`config.mk`:
```
export PLATFORM = sky130hd
export DESIGN_NAME = priority_wait_semaphore
export DESIGN_NICKNAME = d
export VERILOG_FILES = /design/src/psem_pkg.sv /design/src/priority_wait_semaphore.sv /design/src/psem_queue.sv
export SDC_FILE = /design/constraint.sdc
export NUM_CORES = 1
export LEC_CHECK = 0
export BUFFER_PORTS_ARGS = -buffer_cell sky130_fd_sc_hd__buf_4
export CORE_UTILIZATION = 62
export DETAILED_ROUTE_END_ITERATION = 6
export PLACE_DENSITY = 0.88
export SYNTH_ARGS = -nofsm -noshare
export SYNTH_HDL_FRONTEND = slang
export SYNTH_SLANG_ARGS = --single-unit
```
`constraint.sdc`:
```
create_clock -name clock -period 4.1 [get_ports clock]
set_input_delay 0 -clock clock [delete_from_list [all_inputs] [get_ports clock]]
set_output_delay 0 -clock clock [all_outputs]
set_load 0.01 [all_outputs]
```
`src/psem_pkg.sv`:
```
package psem_pkg;

   localparam int QUEUE_DEPTH_DEF = 16;
   localparam int ID_BITS_DEF     = 8;
   localparam int PRIO_BITS_DEF   = 8;

   localparam int FUNC_W    = 3;
   localparam int STAT_W    = 3;
   localparam int CFG_W     = 16;
   localparam int CNT_W     = 18;
   localparam int CNT_OUT_W = 17;

   localparam logic signed [CNT_W-1:0] COUNT_MAX = CNT_W'(65535);
   localparam logic signed [CNT_W-1:0] CNT_ONE   = CNT_W'(1);

   typedef enum logic [FUNC_W-1:0] {
      FN_ACQUIRE  = 3'd0,
      FN_RELEASE  = 3'd1,
      FN_TRY      = 3'd2,
      FN_CHG_PRIO = 3'd3,
      FN_ABORT    = 3'd4
   } func_type;

   typedef enum logic [STAT_W-1:0] {
      ST_OK        = 3'd0,
      ST_FULL      = 3'd1,
      ST_EMPTY     = 3'd2,
      ST_NOT_FOUND = 3'd3,
      ST_SATURATED = 3'd4
   } status_type;

   typedef enum logic [1:0] {
      Q_INSERT,
      Q_POP_HEAD,
      Q_FIND_DEL,
      Q_REPRIO
   } qop_type;

   typedef enum logic [2:0] {
      QS_IDLE,
      QS_FIND,
      QS_HEAD_RD,
      QS_HEAD_CAP,
      QS_REMOVE,
      QS_INSERT,
      QS_DONE
   } qstate_type;

   typedef enum logic [1:0] {
      S_IDLE,
      S_WAIT,
      S_FINISH
   } state_type;

   typedef struct packed {
      logic    start;
      logic    clear;
      qop_type op;
   } qcmd_type;

   typedef struct packed {
      logic done;
      logic found;
   } qrsp_type;

endpackage

```
`src/priority_wait_semaphore.sv`:
```
// Counting semaphore with a priority-sorted wait queue of QUEUE_DEPTH entries.
// One request is in work at a time. Acquire and try acquire that do not block,
// and a release that wakes nobody, leave the queue alone and go straight to the
// response. Anything touching the queue runs through a walker over a
// single-read, single-write entry RAM that moves one entry per cycle. An insert
// walks from the tail, a release with a waiter pops the head, an abort finds and
// deletes the thread, and a change of priority deletes it and inserts it anew.
// A response that is not taken holds the request in S_FINISH, so the next
// request waits. Writing csr_initial_count loads the count and empties the queue
// at once; the count resets to 1. Counts below zero equal minus the number of
// waiters.
module priority_wait_semaphore #(
   parameter int QUEUE_DEPTH = psem_pkg::QUEUE_DEPTH_DEF,
   parameter int ID_BITS     = psem_pkg::ID_BITS_DEF,
   parameter int PRIO_BITS   = psem_pkg::PRIO_BITS_DEF
) (
   input  logic                                   clock,
   input  logic                                   reset,
   input  logic                                   req_valid,
   output logic                                   req_ready,
   input  logic [psem_pkg::FUNC_W-1:0]            req_func,
   input  logic [ID_BITS-1:0]                     req_thread_id,
   input  logic [PRIO_BITS-1:0]                   req_priority_req,
   output logic                                   rsp_valid,
   input  logic                                   rsp_ready,
   output logic                                   rsp_granted,
   output logic                                   rsp_blocked,
   output logic                                   rsp_woken_valid,
   output logic [ID_BITS-1:0]                     rsp_woken_thread,
   output logic [psem_pkg::STAT_W-1:0]            rsp_status,
   output logic signed [psem_pkg::CNT_OUT_W-1:0]  rsp_count_now,
   output logic                                   rsp_held,
   input  logic                                   csr_write_en,
   input  logic [psem_pkg::CFG_W-1:0]             csr_initial_count
);

   localparam int LEN_W = $clog2(QUEUE_DEPTH + 1);

   psem_pkg::state_type state_ff, state_in;

   logic signed [psem_pkg::CNT_W-1:0] count_ff, count_in;
   logic [psem_pkg::FUNC_W-1:0]       func_ff, func_in;
   logic                              granted_ff, granted_in;
   logic                              blocked_ff, blocked_in;
   logic                              wvalid_ff, wvalid_in;
   psem_pkg::status_type              status_ff, status_in;

   logic                              rsp_valid_ff, rsp_valid_in;
   logic                              rsp_granted_ff, rsp_blocked_ff, rsp_wvalid_ff;
   logic [ID_BITS-1:0]                rsp_wthread_ff;
   psem_pkg::status_type              rsp_status_ff;
   logic signed [psem_pkg::CNT_OUT_W-1:0] rsp_count_ff;
   logic                              rsp_held_ff;
   logic                              rsp_load;

   psem_pkg::qcmd_type qcmd;
   psem_pkg::qrsp_type qrsp;
   logic [LEN_W-1:0]   q_len;
   logic [ID_BITS-1:0] q_head;

   psem_queue #(
      .QUEUE_DEPTH (QUEUE_DEPTH),
      .ID_BITS     (ID_BITS),
      .PRIO_BITS   (PRIO_BITS)
   ) u_queue (
      .clock    (clock),
      .reset    (reset),
      .cmd      (qcmd),
      .cmd_id   (req_thread_id),
      .cmd_prio (req_priority_req),
      .rsp      (qrsp),
      .len      (q_len),
      .head_id  (q_head)
   );

   assign req_ready = (state_ff == psem_pkg::S_IDLE);
   assign rsp_load  = (state_ff == psem_pkg::S_FINISH) && (!rsp_valid_ff || rsp_ready);

   always_comb begin
      state_in = state_ff;
      unique case (state_ff)
         psem_pkg::S_IDLE: begin
            if (req_valid) begin
               state_in = qcmd.start ? psem_pkg::S_WAIT : psem_pkg::S_FINISH;
            end
         end
         psem_pkg::S_WAIT: begin
            if (qrsp.done) begin
               state_in = psem_pkg::S_FINISH;
            end
         end
         psem_pkg::S_FINISH: begin
            if (rsp_load) begin
               state_in = psem_pkg::S_IDLE;
            end
         end
         default: state_in = psem_pkg::S_IDLE;
      endcase
   end

   always_comb begin
      count_in   = count_ff;
      func_in    = func_ff;
      granted_in = granted_ff;
      blocked_in = blocked_ff;
      wvalid_in  = wvalid_ff;
      status_in  = status_ff;
      qcmd.start = 1'b0;
      qcmd.clear = csr_write_en;
      qcmd.op    = psem_pkg::Q_INSERT;
      unique case (state_ff)
         psem_pkg::S_IDLE: begin
            if (req_valid) begin
               func_in    = req_func;
               granted_in = 1'b0;
               blocked_in = 1'b0;
               wvalid_in  = 1'b0;
               status_in  = psem_pkg::ST_OK;
               unique case (req_func)
                  psem_pkg::FN_ACQUIRE: begin
                     if (count_ff > 0) begin
                        count_in   = count_ff - psem_pkg::CNT_ONE;
                        granted_in = 1'b1;
                     end else if (q_len >= LEN_W'(QUEUE_DEPTH)) begin
                        status_in = psem_pkg::ST_FULL;
                     end else begin
                        count_in   = count_ff - psem_pkg::CNT_ONE;
                        blocked_in = 1'b1;
                        qcmd.start = 1'b1;
                        qcmd.op    = psem_pkg::Q_INSERT;
                     end
                  end
                  psem_pkg::FN_RELEASE: begin
                     if (count_ff < 0) begin
                        if (q_len == '0) begin
                           status_in = psem_pkg::ST_EMPTY;
                        end else begin
                           count_in   = count_ff + psem_pkg::CNT_ONE;
                           wvalid_in  = 1'b1;
                           qcmd.start = 1'b1;
                           qcmd.op    = psem_pkg::Q_POP_HEAD;
                        end
                     end else if (count_ff >= psem_pkg::COUNT_MAX) begin
                        status_in = psem_pkg::ST_SATURATED;
                     end else begin
                        count_in = count_ff + psem_pkg::CNT_ONE;
                     end
                  end
                  psem_pkg::FN_TRY: begin
                     if (count_ff > 0) begin
                        count_in   = count_ff - psem_pkg::CNT_ONE;
                        granted_in = 1'b1;
                     end
                  end
                  psem_pkg::FN_CHG_PRIO: begin
                     qcmd.start = 1'b1;
                     qcmd.op    = psem_pkg::Q_REPRIO;
                  end
                  psem_pkg::FN_ABORT: begin
                     qcmd.start = 1'b1;
                     qcmd.op    = psem_pkg::Q_FIND_DEL;
                  end
                  default: begin
                  end
               endcase
            end
         end
         psem_pkg::S_WAIT: begin
            if (qrsp.done && wvalid_ff == 1'b0 && blocked_ff == 1'b0) begin
               if (!qrsp.found) begin
                  status_in = psem_pkg::ST_NOT_FOUND;
               end else if (func_ff == psem_pkg::FN_ABORT) begin
                  if (count_ff >= psem_pkg::COUNT_MAX) begin
                     status_in = psem_pkg::ST_SATURATED;
                  end else begin
                     count_in = count_ff + psem_pkg::CNT_ONE;
                  end
               end
            end
         end
         psem_pkg::S_FINISH: begin
         end
         default: begin
         end
      endcase
   end

   always_comb begin
      rsp_valid_in = rsp_valid_ff;
      if (rsp_load) begin
         rsp_valid_in = 1'b1;
      end else if (rsp_ready) begin
         rsp_valid_in = 1'b0;
      end
   end

   always_ff @(posedge clock) begin
      if (reset) begin
         state_ff     <= psem_pkg::S_IDLE;
         count_ff     <= psem_pkg::CNT_ONE;
         rsp_valid_ff <= 1'b0;
      end else begin
         state_ff     <= state_in;
         rsp_valid_ff <= rsp_valid_in;
         if (csr_write_en) begin
            count_ff <= psem_pkg::CNT_W'(csr_initial_count);
         end else begin
            count_ff <= count_in;
         end
      end
   end

   always_ff @(posedge clock) begin
      func_ff    <= func_in;
      granted_ff <= granted_in;
      blocked_ff <= blocked_in;
      wvalid_ff  <= wvalid_in;
      status_ff  <= status_in;
      if (rsp_load) begin
         rsp_granted_ff <= granted_ff;
         rsp_blocked_ff <= blocked_ff;
         rsp_wvalid_ff  <= wvalid_ff;
         rsp_wthread_ff <= wvalid_ff ? q_head : '0;
         rsp_status_ff  <= status_ff;
         rsp_count_ff   <= count_ff[psem_pkg::CNT_OUT_W-1:0];
         rsp_held_ff    <= (count_ff <= 0);
      end
   end

   assign rsp_valid        = rsp_valid_ff;
   assign rsp_granted      = rsp_granted_ff;
   assign rsp_blocked      = rsp_blocked_ff;
   assign rsp_woken_valid  = rsp_wvalid_ff;
   assign rsp_woken_thread = rsp_wthread_ff;
   assign rsp_status       = rsp_status_ff;
   assign rsp_count_now    = rsp_count_ff;
   assign rsp_held         = rsp_held_ff;

endmodule

```
`src/psem_queue.sv`:
```
module psem_queue #(
   parameter int QUEUE_DEPTH = psem_pkg::QUEUE_DEPTH_DEF,
   parameter int ID_BITS     = psem_pkg::ID_BITS_DEF,
   parameter int PRIO_BITS   = psem_pkg::PRIO_BITS_DEF,
   localparam int LEN_W      = $clog2(QUEUE_DEPTH + 1),
   localparam int IDX_W      = $clog2(QUEUE_DEPTH)
) (
   input  logic                 clock,
   input  logic                 reset,
   input  psem_pkg::qcmd_type   cmd,
   input  logic [ID_BITS-1:0]   cmd_id,
   input  logic [PRIO_BITS-1:0] cmd_prio,
   output psem_pkg::qrsp_type   rsp,
   output logic [LEN_W-1:0]     len,
   output logic [ID_BITS-1:0]   head_id
);

   localparam int ENT_W = ID_BITS + PRIO_BITS;

   // entries kept sorted, highest priority at index 0
   logic [ENT_W-1:0] mem [QUEUE_DEPTH];
   logic [ENT_W-1:0] rdata_ff;

   psem_pkg::qstate_type state_ff, state_in;
   psem_pkg::qop_type    op_ff, op_in;
   logic [LEN_W-1:0]     len_ff, len_in;
   logic [LEN_W-1:0]     idx_ff, idx_in;
   logic                 look_ff, look_in;
   logic                 found_ff, found_in;
   logic [ID_BITS-1:0]   head_ff, head_in;
   logic [ID_BITS-1:0]   id_ff, id_in;
   logic [PRIO_BITS-1:0] prio_ff, prio_in;

   logic                 rd_en;
   logic [LEN_W-1:0]     rd_idx;
   logic                 wr_en;
   logic [LEN_W-1:0]     wr_idx;
   logic [ENT_W-1:0]     wr_data;

   logic [ID_BITS-1:0]   rd_id;
   logic [PRIO_BITS-1:0] rd_prio;
   logic [ENT_W-1:0]     new_ent;
   logic                 at_end;
   logic                 id_hit;
   logic                 shift_up;

   assign rd_id    = rdata_ff[ENT_W-1:PRIO_BITS];
   assign rd_prio  = rdata_ff[PRIO_BITS-1:0];
   assign new_ent  = {id_ff, prio_ff};
   assign at_end   = (idx_ff >= len_ff);
   // rdata_ff holds entry idx_ff-1 whenever look_ff is set
   assign id_hit   = look_ff && (rd_id == id_ff);
   assign shift_up = (prio_ff > rd_prio);

   always_ff @(posedge clock) begin
      if (wr_en) begin
         mem[wr_idx[IDX_W-1:0]] <= wr_data;
      end
      if (rd_en) begin
         rdata_ff <= mem[rd_idx[IDX_W-1:0]];
      end
   end

   always_comb begin
      state_in = state_ff;
      unique case (state_ff)
         psem_pkg::QS_IDLE: begin
            if (cmd.start) begin
               unique case (cmd.op)
                  psem_pkg::Q_INSERT:   state_in = psem_pkg::QS_INSERT;
                  psem_pkg::Q_POP_HEAD: state_in = psem_pkg::QS_HEAD_RD;
                  psem_pkg::Q_FIND_DEL: state_in = psem_pkg::QS_FIND;
                  psem_pkg::Q_REPRIO:   state_in = psem_pkg::QS_FIND;
                  default:              state_in = psem_pkg::QS_IDLE;
               endcase
            end
         end
         psem_pkg::QS_FIND: begin
            if (id_hit) begin
               state_in = psem_pkg::QS_REMOVE;
            end else if (at_end) begin
               state_in = psem_pkg::QS_DONE;
            end
         end
         psem_pkg::QS_HEAD_RD:  state_in = psem_pkg::QS_HEAD_CAP;
         psem_pkg::QS_HEAD_CAP: state_in = psem_pkg::QS_REMOVE;
         psem_pkg::QS_REMOVE: begin
            if (at_end) begin
               state_in = (op_ff == psem_pkg::Q_REPRIO) ? psem_pkg::QS_INSERT
                                                         : psem_pkg::QS_DONE;
            end
         end
         psem_pkg::QS_INSERT: begin
            if ((!look_ff && idx_ff == '0) || (look_ff && !shift_up)) begin
               state_in = psem_pkg::QS_DONE;
            end
         end
         psem_pkg::QS_DONE: state_in = psem_pkg::QS_IDLE;
         default:           state_in = psem_pkg::QS_IDLE;
      endcase
   end

   always_comb begin
      idx_in   = idx_ff;
      look_in  = look_ff;
      len_in   = len_ff;
      found_in = found_ff;
      head_in  = head_ff;
      id_in    = id_ff;
      prio_in  = prio_ff;
      op_in    = op_ff;
      rd_en    = 1'b0;
      rd_idx   = idx_ff;
      wr_en    = 1'b0;
      wr_idx   = idx_ff;
      wr_data  = rdata_ff;
      unique case (state_ff)
         psem_pkg::QS_IDLE: begin
            if (cmd.start) begin
               op_in    = cmd.op;
               id_in    = cmd_id;
               prio_in  = cmd_prio;
               found_in = 1'b0;
               look_in  = 1'b0;
               idx_in   = (cmd.op == psem_pkg::Q_INSERT) ? len_ff : '0;
            end
         end
         psem_pkg::QS_FIND: begin
            rd_en  = !at_end;
            rd_idx = idx_ff;
            if (id_hit) begin
               // idx_ff is already one past the match: start of the shift
               found_in = 1'b1;
               look_in  = 1'b0;
            end else if (!at_end) begin
               idx_in  = idx_ff + LEN_W'(1);
               look_in = 1'b1;
            end
         end
         psem_pkg::QS_HEAD_RD: begin
            rd_en  = 1'b1;
            rd_idx = '0;
         end
         psem_pkg::QS_HEAD_CAP: begin
            head_in = rd_id;
            idx_in  = LEN_W'(1);
            look_in = 1'b0;
         end
         psem_pkg::QS_REMOVE: begin
            // read entry i+1 while writing the previous read down to i-1
            if (look_ff) begin
               wr_en   = 1'b1;
               wr_idx  = idx_ff - LEN_W'(2);
               wr_data = rdata_ff;
            end
            if (!at_end) begin
               rd_en   = 1'b1;
               rd_idx  = idx_ff;
               idx_in  = idx_ff + LEN_W'(1);
               look_in = 1'b1;
            end else begin
               len_in  = len_ff - LEN_W'(1);
               idx_in  = len_ff - LEN_W'(1);
               look_in = 1'b0;
            end
         end
         psem_pkg::QS_INSERT: begin
            // walk from the tail, moving lower-priority entries up one slot
            if (!look_ff) begin
               if (idx_ff == '0) begin
                  wr_en   = 1'b1;
                  wr_idx  = '0;
                  wr_data = new_ent;
                  len_in  = len_ff + LEN_W'(1);
               end else begin
                  rd_en   = 1'b1;
                  rd_idx  = idx_ff - LEN_W'(1);
                  look_in = 1'b1;
               end
            end else if (shift_up) begin
               wr_en   = 1'b1;
               wr_idx  = idx_ff;
               wr_data = rdata_ff;
               if (idx_ff == LEN_W'(1)) begin
                  idx_in  = '0;
                  look_in = 1'b0;
               end else begin
                  rd_en  = 1'b1;
                  rd_idx = idx_ff - LEN_W'(2);
                  idx_in = idx_ff - LEN_W'(1);
               end
            end else begin
               wr_en   = 1'b1;
               wr_idx  = idx_ff;
               wr_data = new_ent;
               len_in  = len_ff + LEN_W'(1);
            end
         end
         psem_pkg::QS_DONE: begin
         end
         default: begin
         end
      endcase
   end

   always_ff @(posedge clock) begin
      if (reset) begin
         state_ff <= psem_pkg::QS_IDLE;
         len_ff   <= '0;
         look_ff  <= 1'b0;
         found_ff <= 1'b0;
      end else if (cmd.clear) begin
         state_ff <= psem_pkg::QS_IDLE;
         len_ff   <= '0;
         look_ff  <= 1'b0;
         found_ff <= 1'b0;
      end else begin
         state_ff <= state_in;
         len_ff   <= len_in;
         look_ff  <= look_in;
         found_ff <= found_in;
      end
   end

   always_ff @(posedge clock) begin
      idx_ff  <= idx_in;
      head_ff <= head_in;
      id_ff   <= id_in;
      prio_ff <= prio_in;
      op_ff   <= op_in;
   end

   assign rsp.done  = (state_ff == psem_pkg::QS_DONE);
   assign rsp.found = found_ff;
   assign len       = len_ff;
   assign head_id   = head_ff;

endmodule

```
; Word level (Yosys, flattened, before mapping)
; Memories as Yosys holds them, arrays and structs flattened. A register that Yosys moved wholly into a read port is not among the register bits.
; Index checks and enable logic that the tools add are counted.
[op_classes]
n_mux = 100
add_sub_neg = 7
bitwise_logic = 2
n_eq_ne = 51
magnitude_cmp = 7
reduce_logical = 39
[op_table]
columns = operator, count
row1 = 18-bit 2-to-1 mux, 10
row2 = 16-bit 2-to-1 mux, 5
row3 = 5-bit 2-to-1 mux, 12
row4 = 18-bit case mux with 3 select lines, 1
row5 = 3-bit 2-to-1 mux, 12
row6 = 18-bit case mux with 2 select lines, 1
row7 = 1-bit 2-to-1 mux, 29
row8 = 4-bit 2-to-1 mux, 7
row9 = 5-bit case mux with 5 select lines, 1
row10 = 3-bit != test (second input constant), 7
row11 = 18-bit by 2-bit adder with 18-bit output (second input constant), 1
row12 = 18-bit by 17-bit >= comparator with 1-bit output (second input constant), 1
row13 = 18-bit by 1-bit greater-than comparator with 1-bit output (second input constant), 1
row14 = 18-bit by 1-bit less-or-equal comparator with 1-bit output (second input constant), 1
row15 = 18-bit by 1-bit less-than comparator with 1-bit output (second input constant), 1
row16 = 3-bit case mux with 6 select lines, 1
row17 = 9-bit AND reduction, 2
row18 = 18-bit by 2-bit subtractor with 18-bit output (second input constant), 1
row19 = 2-bit 2-to-1 mux, 8
row20 = 2-bit != test (second input constant), 8
row21 = 4-bit case mux with 2 select lines, 2
row22 = 3-bit == test (second input constant), 5
row23 = 3-bit by 2-bit == test with 1-bit output (second input constant), 4
row24 = 2-bit by 1-bit != test with 1-bit output (second input constant), 6
row25 = other kinds (41), 79
[word_totals]
wordCells = 232
output_inout_bits = 34
in_bits = 40
ramBits = 256
regBits = 103
memories = 1
[memory_table]
columns = memory, words, width, rd, rd_clocked_by_memory_dff, wr, line
row1 = u_queue.mem, 16, 16, 1, 1, 1, psem_queue.sv:21  ; logic [ENT_W-1:0] mem [QUEUE_DEPTH];

; Logic depth before layout (Yosys ltp)
; Gate-level depths: netlist of run 1.
[logic_depth]
depth_word = 11
mapped_depth = 15
depth_no_buf = 12

; Hierarchy
; A second synthesis of run 1 with hierarchy kept.
[unflattened]
cells_unflattened = 1285
area_unflattened_um2 = 17128.9
[modules_own_cells]
columns = module, seq_area_each_um2, instances, area_each_um2, cells_each
row1 = psem_queue, 9298.9, 1, 13635.6, 913
row2 = priority_wait_semaphore, 1651.6, 1, 3493.4, 372

; Least setup slack after synthesis of run 1
; Ideal clock, no wire load.
[synth_path]
path_kind = register to register
start = register u_queue.idx_ff[0]
end = register u_queue.rdata_ff[0] (read register of u_queue.mem) (enable)
setup_ns = 0.411
path_buffers = 1
setup_slack_ns = 0.308
arrival_time_ns = 3.381
t_required_ns = 3.689
stages_incl_launch_ff = 11
cell_sequence = edfxtp_1 > inv_1 > ha_1 > nand2b_1 > a21o_1 > a21o_1 > a21o_1 > a21oi_1 > clkbuf_1 > o21ai_0 > o21ai_0
[synth_between]
elab_chain_cells = 5
elab_cells_between_ends = 17
cone_classes = 2 x add/sub / 1 x order compare / 1 x eq/ne / 11 x mux / 2 x reduce/logical
[synth_rtl]
columns = element, line
row1 = "start, declared", psem_queue.sv:27  ; logic [LEN_W-1:0] idx_ff, idx_in;
row2 = "start signal, assigned", psem_queue.sv:226  ; idx_ff <= idx_in;
row3 = 5-bit by 1-bit == test with 1-bit output, psem_queue.sv:184  ; if (idx_ff == LEN_W'(1)) begin
row4 = 1-bit 2-to-1 mux, psem_queue.sv:184
row5 = 1-bit 2-to-1 mux, psem_queue.sv:180  ; end else if (shift_up) begin
row6 = 1-bit 2-to-1 mux, psem_queue.sv:169  ; if (!look_ff) begin
row7 = 1-bit case mux with 4 select lines (*), psem_queue.sv:117  ; unique case (state_ff)
row8 = net u_queue.rd_en, psem_queue.sv:34  ; logic rd_en;
row9 = "end, declared", psem_queue.sv:22  ; logic [ENT_W-1:0] rdata_ff;
; The timed path passes the listed nets; every way through them passes the cells marked *.
; A chain may end at the register's enable or synchronous reset.

; Worst setup path in the final report of run 1
[layout_path]
start = register u_queue.idx_ff[1]
end = register u_queue.rdata_ff[15] (read register of u_queue.mem) (data pin)
[layout_between]
elab_chain_cells = 5
elab_cells_between_ends = 17
cone_classes = 2 x add/sub / 1 x order compare / 1 x eq/ne / 11 x mux / 2 x reduce/logical
[layout_rtl]
columns = element, line
row1 = 4-bit by 2-bit subtractor with 4-bit output or 5-bit by 1-bit == test with 1-bit output (tied branches), "psem_queue.sv:189, psem_queue.sv:184"
row2 = 4-bit 2-to-1 mux or 1-bit 2-to-1 mux (tied branches), psem_queue.sv:184
row3 = 4-bit 2-to-1 mux or 1-bit 2-to-1 mux (tied branches), psem_queue.sv:180
row4 = 4-bit 2-to-1 mux or 1-bit 2-to-1 mux (tied branches), psem_queue.sv:169
row5 = 4-bit case mux with 2 select lines or 1-bit case mux with 4 select lines (tied branches), psem_queue.sv:117
; Parallel ways exist; a longest one is shown, timed or not.

==> run summary, run 1 <==
status: finished, final reports clean
Post-Synth Simple-Gate Area: 10.68%
Vias: 11908
Setup crit end kind: flip-flop
Die Span Y: 167.7 um
final instance area: 0.01977 sq mm
hold crit path type: input pin to flip-flop
vias in the first global route: 11763
max-slew violations: 0
Initial DRT Pass Iterations: 6
largest net degree at the start of global routing: 83
synthesized area per cell: 13.04 sq um
Synth area leaders: edfxtp_1 61%, mux2i_1 7.6%, dfxtp_1 3.6%, nor2_1 3.0%, ha_1 1.9%
syn_nets: 1372
initial antenna violation count: 0
WP data arrival: 4.19 ns
post-synthesis mux area share: 8.237%
I/O pin count: 74
layout cells sized above 1: 13.33%
wire per inst: 23.56 um
sequential area share after synthesis: 64.31%
nets: 1507
crit path time final: 3.876 ns
Post-Layout Cell Count: 1811
Req. time, crit path: 4.41 ns
clock-pin slew on the worst setup and hold paths: 0.06 ns
CTS tree: built
area of the multi-input gates: 0.005640 sq mm
Worst setup SP type: flip-flop
number of vias per cell: 6.575
synthesized area: 0.01703 sq mm
dpl cells: 1692
register bit total from synthesis: 375
most frequent cell after synthesis: edfxtp_1
Fill cells: 1622
slew margin rel.: 45.71%
core box area: 0.02695 sq mm
maximum vdd ir drop: 0.0006432 V
complex-gate fraction of the synthesized area: 10.81%
Clock Sinks: 375
storage element area: 0.01095 sq mm
Post-synth EDFFs: 344
instance count of the mapped netlist: 1306
Setup Viol. Count Final: 0
Ys Warns: 0
cell accounting for the most synthesized area: edfxtp_1
clock root cell: clkbuf_16
Die Area: 0.02813 sq mm
post-synthesis async set-or-reset flop share: 0%
Congestion Overflow GR: 0
final worst path period share: 94.54%
leakage power: 6.918 nW
dpl hpwl: 25280 um
Routed WL: 42670 um
final hold vios: 0
Cell Pwr Density: 418.5 mW/mm^2
count of cell types in the netlist: 74
first-pass GRT wire length: 64740 um
Tightest Pin Transition: 0.8144 ns
DRC: 0
Post-Route Skew: 0.02968 ns
CTS buffer count: 38
Post-Synth XOR/XNOR Area: 1.440%
gpl congestion: 0.9450
Synth Flop Type: edfxtp_1
die width: 167.7 um
Bufs on Longest Clock Path: 3
Starting Density: 63.18%
antenna-violating nets left: 0
critical path class: flip-flop to flip-flop
Syn-to-layout area delta: 16.13%
FMAX: 258.0 MHz
# Max-Cap Violations: 0
largest family of logic cells by synthesized area: compound AO/OA/AOI/OAI gates
Fin Setup TNS: 0 ns
IO buf count: 73
first-iteration detailed-routing DRC count: 1654
CP max FO: 43
synth cell count leaders: 344 x edfxtp_1, 137 x nor2_1, 130 x mux2i_1
# diodes: 0
Overall Global Routing Usage: 30.27%
FP Rows: 60
dpl cell area: 0.01806 sq mm
Synth Area in Adders: 1.911%
Yosys top cell area share: 60.67%
H-tree depth: 2
worst-skew pair later-pin latency: 0.56 ns
overall power: 0.008276 W
==> through the flow <==
step,setup WS [ns],util (%),hold slack (ns)
2_1_floorplan,0.3081,-,0.07980
3_5_place_dp,0.2756,67.00,0.1808
4_1_cts,0.1859,73.16,0.1601
3_3_place_gp,0.4257,67.00,0.1778
6_report,0.2239,73.37,0.1771
5_1_grt,-0.1191,73.37,0.1828
==> path summary, 6_finish.rpt <==
check                          from              endpoint  slack, ns  cells past startpoint
hold reg to reg        status_ff[1]         rsp_status[1]       0.42                      0
hold / removal     req_thread_id[3]      u_queue.id_ff[3]       0.18                      2
setup reg to reg  u_queue.idx_ff[1]  u_queue.rdata_ff[15]       0.22                     14
setup / recovery  u_queue.idx_ff[1]  u_queue.rdata_ff[15]       0.22                     14
==> worst max-delay path, cell delays in order (launching register included) <==
cell,delay [ns]
edfxtp_1,0.38
inv_1,0.21
ha_1,0.19
nor4b_4,0.32
inv_2,0.13
ha_1,0.30
nor2_1,0.04
a222oi_1,0.42
buf_4,0.29
buf_16,0.29
mux2i_1,0.27
nor2_1,0.07
a22oi_1,0.24
o22ai_1,0.20
a211o_1,0.26
==> cell usage in the layout, fill, tap and decap left out, types with 9 or more instances in the layout <==
cell type	netlist	layout
edfxtp_1	344	344
nor2_1	137	137
mux2i_1	130	130
buf_4	2	114
nand2_1	79	79
dlygate4sd3_1	0	47
clkbuf_16	0	39
a21oi_1	39	38
a22oi_1	34	34
o21ai_0	33	32
dfxtp_1	31	31
inv_1	30	30
ha_1	26	26
nor2b_1	23	22
o22ai_1	21	21
nand3_1	21	21
nor3_1	19	19
a211oi_1	19	19
xor2_1	17	17
a211o_1	17	17
a2111oi_0	17	16
nand2b_1	15	15
or3_1	13	13
and2_1	12	12
clkinv_1	1	12
a21o_1	11	11
xnor2_1	11	11
a31oi_1	11	11
o31ai_1	10	10
mux2_2	9	9
nand4_1	9	9
==> routing by layer <==
layer | share of wire [%] | GRT usage (%)
met1 | 36 | 37.09
met2 | 51 | 52.01
met3 | 8.3 | 4.254
met4 | 4.7 | 16.71
met5 | 0 | 0
==> final cells by class <==
| cell class | count | share of cell area (%) |
|---|---|---|
| flip-flops and latches | 375 | 55.38 |
| clock inverters | 24 | 1.076 |
| multi-input cells | 828 | 28.52 |
| repair buffers | 166 | 7.315 |
| inverters | 32 | 0.6074 |
| clock buffers | 45 | 4.942 |
| well taps | 341 | 2.158 |
==> sequential cells by signal, summed over array words and instances (netlist names), 2 cells and up <==
signal            cells
u_queue.state_ff      3
rsp_woken_thread      8
rsp_count_now        17
u_queue.len           5
rsp_status            3
u_queue.head_id       8
u_queue.rdata_ff     16
count_ff             18
u_queue.mem         256
u_queue.prio_ff       8
u_queue.id_ff         8
status_ff             3
u_queue.op_ff         2
u_queue.idx_ff        5
state_ff              2
func_ff               3
==> power breakdown <==
group          leakage, nW  internal (W)  switching, W  total [W]
Combinational         2.97      0.000288      0.000391   0.000678
Sequential            3.38       0.00421     0.0000559    0.00427
Clock                0.571       0.00185       0.00148    0.00333
Total                 6.92       0.00635       0.00193    0.00828
==> kinds of logic (layout without fill, tap and decap cells) <==
kind of cell    after synthesis  after routing
xor+xnor                     28             28
flops                       375            375
buf+inv                     103            267
mux                         139            139
compound gates              262            262
simple gates                373            373
fa+ha+maj                    26             26
==> what timing repair did <==
| item | CTS | global route |
|---|---|---|
| endpoints found under the setup margin | 0 | 10 |
| hold buffers | 47 | 0 |
| endpoints found under the hold margin | 48 | 0 |
| gates resized for setup | 0 | 3 |
| buffers inserted | 0 | 2 |
(Power assumes the default switching activity.)
==> run 2: changes to the inputs <==
Settings changed: CORE_UTILIZATION 62 to 64, CTS_BUF_LIST set to sky130_fd_sc_hd__clkbuf_8, PLACE_DENSITY 0.88 to 0.9.
==> run 2 against run 1 <==
Compared with the run above: core utilization grew 2.2 points; clock power shrank 14%; largest cell class unchanged; combinational power grew 2%; power shrank 5.5%; global-route usage grew 1.9 points; via count grew 3.2%; routed wire length grew 3.2%; non-clock buffer count grew 13; sequential share of layout area grew 0.23 points; sequential cell count is the same; highest routed layer unchanged.
==> run summary, run 2 (synthesis results as in run 1) <==
status: finished, final reports clean
Setup crit end kind: flip-flop
slew margin rel.: 45.15% (-0.56 points)
Fin Setup TNS: 0 ns (unchanged)
final hold vios: 0 (unchanged)
# diodes: 0 (unchanged)
I/O pin count: 74 (unchanged)
Initial DRT Pass Iterations: 6 (unchanged)
Die Span Y: 165.1 um (-1.6%)
maximum vdd ir drop: 0.0004244 V (-34%)
CTS buffer count: 57 (+50%)
Overall Global Routing Usage: 32.21% (+1.9 points)
# Max-Cap Violations: 0 (unchanged)
Bufs on Longest Clock Path: 3 (unchanged)
worst-skew pair later-pin latency: 0.61 ns (+0.05 ns)
hold crit path type: input pin to flip-flop
Routed WL: 44040 um (+3.2%)
FP Rows: 59 (-1.7%)
dpl cells: 1691 (-0.059%)
crit path time final: 3.903 ns (+0.02674 ns)
DRC: 0 (unchanged)
wire per inst: 23.77 um (+0.86%)
Clock Sinks: 375 (unchanged)
overall power: 0.007823 W (-5.5%)
Syn-to-layout area delta: 15.64%
clock root cell: clkbuf_8
die width: 165.1 um (-1.6%)
initial antenna violation count: 0 (unchanged)
antenna-violating nets left: 0 (unchanged)
CP max FO: 43 (unchanged)
Die Area: 0.02726 sq mm (-3.1%)
final worst path period share: 95.19% (+0.65 points)
critical path class: flip-flop to flip-flop
CTS tree: built
core box area: 0.02606 sq mm (-3.3%)
Congestion Overflow GR: 0 (unchanged)
Worst setup SP type: flip-flop
largest net degree at the start of global routing: 61 (-27%)
number of vias per cell: 6.632 (+0.86%)
Setup Viol. Count Final: 0 (unchanged)
Starting Density: 65.34% (+2.2 points)
Tightest Pin Transition: 0.8114 ns (-0.003023 ns)
FMAX: 256.2 MHz (-0.69%)
post-layout util: 75.57% (+2.2 points)
Req. time, crit path: 4.45 ns (+0.04 ns)
unrepaired setup endpoints after global routing: no
Post-Layout Cell Count: 1853 (+2.3%)
leakage power: 6.981 nW (+0.91%)
Fill cells: 1466 (-9.6%)
most frequent cells in the layout: 344 x edfxtp_1, 137 x nor2_1, 130 x mux2i_1
nets: 1539 (+2.1%)
vias in the first global route: 12065 (+2.6%)
Post-Route Skew: 0.01802 ns (-0.01165 ns)
gpl congestion: 0.9519 (+0.73%)
clock-pin slew on the worst setup and hold paths: 0.07 ns (about the same)
most common cell after layout, fill and taps aside: edfxtp_1
H-tree depth: 2 (unchanged)
max-slew violations: 0 (unchanged)
layout cells sized above 1: 14.76% (+1.4 points)
Largest register FFs: 256 (unchanged)
Vias: 12289 (+3.2%)
first-iteration detailed-routing DRC count: 1625 (-1.8%)
first-pass GRT wire length: 65540 um (+1.2%)
Cell Pwr Density: 397.3 mW/mm^2 (-5.1%)
IO buf count: 73 (unchanged)
WP data arrival: 4.25 ns (+0.06 ns)
dpl hpwl: 25700 um (+1.7%)
## run 2: cell types whose count changed in the layout (fill, tap and decap cells not counted), sizes merged
cell         before  now
dlygate4sd3      47   52
clkinvlp          2    0
buf             118  126
clkbuf           46   59
clkinv           21   27
inv              31   50
bufinv            2    1
## run 2: final cells by class
class	count	area, sq um	share of cell area, %
Clock inverter	46	225.2	1.144
Inverter	32	120.1	0.6100
Multi-Input combinational cell	828	5647	28.68
Timing Repair Buffer	179	1531	7.777
Clock buffer	58	798.3	4.054
Tap cell	335	419.2	2.129
Sequential cell	375	10950	55.61
## run 2: stage by stage
stage / instance area [sq um] / setup slack (ns) / hold WS, ns
final: 19690 / 0.1971 / 0.1144
after detailed placement: 18060 / 0.05757 / 0.1792
after floorplan: 17030 / 0.3081 / 0.07980
after CTS: 19610 / 0.05452 / 0.09711
after global placement: 18060 / 0.3648 / 0.1786
after global routing: 19690 / 0.07944 / 0.09797
## run 2: repair_timing
action | CTS | global route
resized for setup | 0 | 8
hold buffers | 52 | 0
hold endpoints to repair | 56 | 0
endpoints found under the setup margin | 0 | 14
setup buffers | 0 | 5
## run 2: metal layers
metal / global-route usage, % / routed length [um] / vias to the layer above
li1: - / - / 5336
met1: 39.80 / 15750 / 5865
met2: 53.99 / 21850 / 911
met3: 5.694 / 4259 / 177
met4: 17.56 / 2169 / 0
met5: 0 / 0 / -
## run 2: final timing paths
kind	startpoint	to	slack, ns	cells after the start
hold reg to reg	status_ff[0]	rsp_status[0]	0.42	0
hold / removal	req_thread_id[3]	u_queue.id_ff[3]	0.11	2
setup / recovery	u_queue.idx_ff[1]	u_queue.rdata_ff[4]	0.20	14
setup reg to reg	u_queue.idx_ff[1]	u_queue.rdata_ff[4]	0.20	14
## run 2: power breakdown
part / internal (W) / switching, W / leakage, nW
clock network: 0.00139 / 0.00148 / 0.596
logic: 0.000294 / 0.000399 / 3.01
registers: 0.00421 / 0.0000556 / 3.38
## run 2: critical path, cell delays in order, from the launching register on
cell	delay [ns]
edfxtp_1	0.49
inv_1	0.23
ha_1	0.20
nor4b_4	0.31
inv_2	0.11
ha_1	0.29
nor2_1	0.04
a222oi_1	0.30
buf_4	0.31
buf_16	0.31
mux2i_1	0.29
nor2_1	0.08
a22oi_1	0.21
o22ai_1	0.16
a211o_1	0.28
